--- src/design/ist_pkg.sv ---
// Shared types and constants for the interval set table.
// Used by ist_ctrl, ist_dp, interval_set_table, ist_checker and tb_top; depends on nothing.
`default_nettype none

package ist_pkg;

    localparam int NUM_W   = 63;
    localparam int ICNT_W  = 7;
    localparam int IN_W    = 192;
    localparam int OUT_W   = 200;

    typedef enum logic [1:0] {
        OP_ADD   = 2'd0,
        OP_QUERY = 2'd1,
        OP_PEEK  = 2'd2,
        OP_CLAIM = 2'd3
    } op_t;

    typedef enum logic [1:0] {
        ST_OK   = 2'd0,
        ST_FULL = 2'd1,
        ST_BAD  = 2'd2
    } status_t;

    typedef enum logic [2:0] {
        S_IDLE,
        S_DECODE,
        S_FIND,
        S_MERGE,
        S_RESULT
    } state_t;

    // controller -> datapath
    typedef struct packed {
        logic    load;
        logic    decode;
        logic    claim_init;
        logic    find;
        logic    absorb;
        logic    insert;
        logic    result;
        status_t status;
    } cmd_t;

    // datapath -> controller
    typedef struct packed {
        op_t  op;
        logic bad;
        logic nofree;
        logic touch;
        logic absorbed;
        logic full;
        logic out_free;
    } sts_t;

endpackage

`default_nettype wire

--- src/design/ist_ctrl.sv ---
// Controller state machine for the interval set table.
// Depends on ist_pkg; drives the command struct of ist_dp.
`default_nettype none

module ist_ctrl (
    input  wire logic          clk,
    input  wire logic          rst_n,
    input  wire logic          in_valid,
    output logic               in_ready,
    input  wire ist_pkg::sts_t sts,
    output ist_pkg::cmd_t      cmd
);

    ist_pkg::state_t  state_reg, state_next;
    ist_pkg::status_t status_reg, status_next;

    always_ff @(posedge clk or negedge rst_n)
    begin
        if (!rst_n)
        begin
            state_reg  <= ist_pkg::S_IDLE;
            status_reg <= ist_pkg::ST_OK;
        end
        else
        begin
            state_reg  <= state_next;
            status_reg <= status_next;
        end
    end

    always_comb
    begin
        state_next  = state_reg;
        status_next = status_reg;
        cmd         = '0;
        cmd.status  = status_reg;
        in_ready    = 1'b0;
        unique case (state_reg)
            ist_pkg::S_IDLE:
            begin
                in_ready = 1'b1;
                if (in_valid)
                begin
                    cmd.load   = 1'b1;
                    state_next = ist_pkg::S_DECODE;
                end
            end
            ist_pkg::S_DECODE:
            begin
                cmd.decode  = 1'b1;
                status_next = ist_pkg::ST_OK;
                unique case (sts.op)
                    ist_pkg::OP_ADD:
                    begin
                        if (sts.bad)
                        begin
                            status_next = ist_pkg::ST_BAD;
                            state_next  = ist_pkg::S_RESULT;
                        end
                        else
                            state_next = ist_pkg::S_FIND;
                    end
                    ist_pkg::OP_CLAIM:
                    begin
                        if (sts.nofree)
                        begin
                            status_next = ist_pkg::ST_BAD;
                            state_next  = ist_pkg::S_RESULT;
                        end
                        else
                        begin
                            cmd.claim_init = 1'b1;
                            state_next     = ist_pkg::S_FIND;
                        end
                    end
                    ist_pkg::OP_PEEK:
                    begin
                        if (sts.nofree)
                            status_next = ist_pkg::ST_BAD;
                        state_next = ist_pkg::S_RESULT;
                    end
                    default:
                        state_next = ist_pkg::S_RESULT;
                endcase
            end
            ist_pkg::S_FIND:
            begin
                cmd.find   = 1'b1;
                state_next = ist_pkg::S_MERGE;
            end
            ist_pkg::S_MERGE:
            begin
                if (sts.touch)
                begin
                    cmd.absorb = 1'b1;
                    state_next = ist_pkg::S_FIND;
                end
                else if (!sts.absorbed && sts.full)
                begin
                    status_next = ist_pkg::ST_FULL;
                    state_next  = ist_pkg::S_RESULT;
                end
                else
                begin
                    cmd.insert  = 1'b1;
                    status_next = ist_pkg::ST_OK;
                    state_next  = ist_pkg::S_RESULT;
                end
            end
            ist_pkg::S_RESULT:
            begin
                if (sts.out_free)
                begin
                    cmd.result = 1'b1;
                    state_next = ist_pkg::S_IDLE;
                end
            end
            default:
                state_next = ist_pkg::S_IDLE;
        endcase
    end

endmodule

`default_nettype wire

--- config.mk ---
export PLATFORM = sky130hd
export DESIGN_NAME = ist_ctrl
export DESIGN_NICKNAME = d
export VERILOG_FILES = /design/src/design/ist_pkg.sv /design/src/design/ist_ctrl.sv
export SDC_FILE = /design/constraint.sdc
export NUM_CORES = 1
export LEC_CHECK = 0
export ABC_AREA = 0
export BUFFER_PORTS_ARGS = -buffer_cell sky130_fd_sc_hd__buf_4
export CELL_PAD_IN_SITES_DETAIL_PLACEMENT = 1
export CELL_PAD_IN_SITES_GLOBAL_PLACEMENT = 1
export CORE_AREA = 2 2 40 42
export DETAILED_ROUTE_END_ITERATION = 12
export DIE_AREA = 0 0 42 44
export MAX_ROUTING_LAYER = met4
export PLACE_DENSITY = 0.81
export SLEW_MARGIN = 5
export SYNTH_ARGS = -nofsm -noshare
export SYNTH_HDL_FRONTEND = slang
export SYNTH_SLANG_ARGS = --single-unit
--- constraint.sdc ---
create_clock -name clk -period 1.45 [get_ports clk]
set_input_delay 0.29 -clock clk [delete_from_list [all_inputs] [get_ports clk]]
set_output_delay 0.29 -clock clk [all_outputs]
set_load 0.02 [all_outputs]
==> summary.md <==
| Metric | Value |
|---|---|
| Total global-route track usage | `0.1373` |
| Setup violations, final | `6` |
| Post-route design area | `720.7 sq um` |
| Status | `finished, violations left` |
| Seq/Total Area, Yosys | `0.3257` |
| TritonCTS Sinks | `5` |
| Core area | `1419 sq um` |
| Mapped cell area | `384.1 sq um` |
| Worst-skew pair later-pin latency | `0.24 ns` |
| Starting Density | `0.2707` |
| Kind of critical path | `reg -> out` |
| RSZ-0062 raised after global routing | `true` |
| Setup crit end kind | `output pin` |
| Required @ worst endpoint | `1.16 ns` |
| Synth unique cells | `22` |
| Antenna-violating nets left | `0` |
| Drc violations | `0` |
| Gr ovfl total | `0` |
| Final Max Tran Viols | `0` |
| Slew margin rel. | `0.8036` |
| Reg clk slew, reported paths | `0.04 ns` |
| Slew @ Worst Pin | `0.2940 ns` |
| Number of flops mapped to enable cells by yosys | `0` |
| DP Area | `574.3 sq um` |
| Root Driver | `clkbuf_4` |
| Post-synthesis async set-or-reset flop share | `1.000` |
| Hold Path Cell Cnt | `3` |
| Syn Nets | `54` |
| Routed via count | `409` |
| Fin worst setup slack | `-0.09710 ns` |
| R2R cell count | `5` |
| Die Area | `1848 sq um` |
| CTS tree | `built` |
| Fin crit share | `1.067` |
| WP data arrival | `1.26 ns` |
| GP Congestion | `0.6354` |
| Share of cells above drive strength 1 | `0.6111` |
| First-pass GRT wire length | `1.842 mm` |
| Iter 0 DRT Violations | `2` |
| Max reg flops | `3` |
| # rows | `14` |
| P_leak | `0.3559 nW` |
| NumNets Final | `88` |
| Worst min-delay path class | `in -> reg` |
| Ant. Diodes | `0` |
| Vias per cell | `4.648` |
| Crit-path max FO | `4` |
| Post-DP HPWL | `819.4 um` |
| Clock Path Buffers | `2` |
| Tmin final | `1.547 ns` |
| Critical path, cell by cell | `and4bb_2, nor2b_4, buf_6` |
| YS warnings | `0` |
| Largest net degree at the start of global routing | `8` |
| CP startpoint kind | `flop` |
| Avg Inst Size Synth | `9.849 sq um` |
| Placed insts | `77` |
| Vias in the first global route | `453` |
| Die Ht | `44 um` |
| Synth Instances | `39` |
| Non-filler cells, final | `88` |
| WL/cell | `12.57 um` |
| Max_cap viols | `0` |
| Drt first pass iters | `2` |
| Initial antenna violation count | `0` |
| Syn-to-layout area delta | `87.62%` |
| Most used DFF post-synth | `dfrtp_1` |
| H-tree levels | `1` |
| Top Ports | `21` |
| Critical-path top delay cell | `dfrtp_1` |
| Failing checks | `negative setup slack` |
| Fin. Hold Viols | `0` |
| Most frequent cells in the layout | `buf_4 (19), buf_6 (9), ha_1 (4)` |
| CP max stage delay | `0.42 ns` |
| Detailed Route WL | `1.106 mm` |
| Leading cell type in the layout, fill and taps excluded | `buf_4` |
| Max frequency | `646.4 MHz` |
| Num CTS Buffers | `3` |
| Skew final | `0.004600 ns` |
| Register bit total from synthesis | `5` |
| Maximum VDD drop | `0.5265 mV` |
| I/O Buffers | `20` |
| Die Wd | `42 um` |
| PD cells | `1539 nW/um^2` |
## area by class of cell
| cell class | count | area, sq um |
|---|---|---|
| clock buffer | 4 | 26.28 |
| fill | 166 | 698.2 |
| inverter | 3 | 16.27 |
| multi-input combinational | 31 | 276.5 |
| sequential | 5 | 127.6 |
| tap | 16 | 20.02 |
| timing repair buffer | 29 | 254.0 |
## per-stage QoR
stage | hold WS, ns | util | setup TNS (ns) | setup WS [ns] | power (mW)
finish | 0.3429 | 0.5079 | -0.3307 | -0.09710 | 1.109
global route | 0.3418 | 0.5079 | -0.6895 | -0.1513 | 1.175
CTS | 0.3347 | 0.4683 | -0.3759 | -0.08400 | 1.057
detailed placement | 0.09482 | 0.4048 | 0 | 0.1028 | 0.7733
global placement | 0.09386 | 0.4048 | 0 | 0.1573 | 0.7548
floorplan | -0.005591 | - | 0 | 0.02727 | 0.5622
## power by group
| group | total (mW) | leakage [nW] | switching, mW | internal [mW] |
|---|---|---|---|---|
| combinational | 0.697 | 0.277 | 0.315 | 0.382 |
| clock | 0.157 | 0.0150 | 0.0537 | 0.104 |
| sequential | 0.254 | 0.0637 | 0.0645 | 0.190 |
| total | 1.11 | 0.356 | 0.433 | 0.676 |
## worst max-delay path: cells and delay by family (launching register included)
family,cells,cell delay (ns)
buf+inv,1,0.12
simple gates,2,0.49
flops,1,0.42
## worst paths after layout
check,from,endpoint,slack [ns]
hold reg to reg,status_reg[1],status_reg[1],0.52
hold / removal,in_valid,state_reg[0],0.34
min in group asynchronous,rst_n,status_reg[1],0.40
max in group asynchronous,rst_n,state_reg[1],0.93
setup reg to reg,state_reg[2],status_reg[1],0.11
setup / recovery,state_reg[2],cmd[3],-0.1
## cell usage after synthesis, types with 2 or more instances
| cell | n | area share |
|---|---|---|
| a22o_1 | 2 | 0.046 |
| ha_1 | 4 | 0.13 |
| dfrtp_1 | 5 | 0.33 |
| nor3_1 | 2 | 0.026 |
| o21ai_0 | 2 | 0.026 |
| nor2_1 | 3 | 0.029 |
| and4bb_2 | 2 | 0.065 |
| nand2b_1 | 2 | 0.033 |
| a21oi_1 | 2 | 0.026 |
| inv_1 | 2 | 0.020 |
| nor2b_1 | 2 | 0.033 |
## cells by family (layout without fill, tap and decap cells)
family          Yosys count  in the layout  synth area share
compound gates            8              8            0.1433
buf+inv                   3             36           0.04236
fa+ha+maj                 4              4            0.1303
flops                     5              5            0.3257
simple gates             19             19            0.3583
## metal layers
layer,vias up,wire [um],track usage,part of all wire
li1,205,-,-,-
met1,192,425,0.1429,0.38
met2,12,638,0.2500,0.58
met3,0,42,0.01667,0.038
met4,0,0,0.07742,0
met5,-,0,-,0
## what timing repair did
item	CTS	global route
hold buffers	1	0
pin swaps	4	5
endpoints found under the hold margin	5	0
setup endpoints to repair	8	8
resized for setup	9	9
buffers inserted	3	3
No activity file was read; power rests on OpenSTA's default activity.
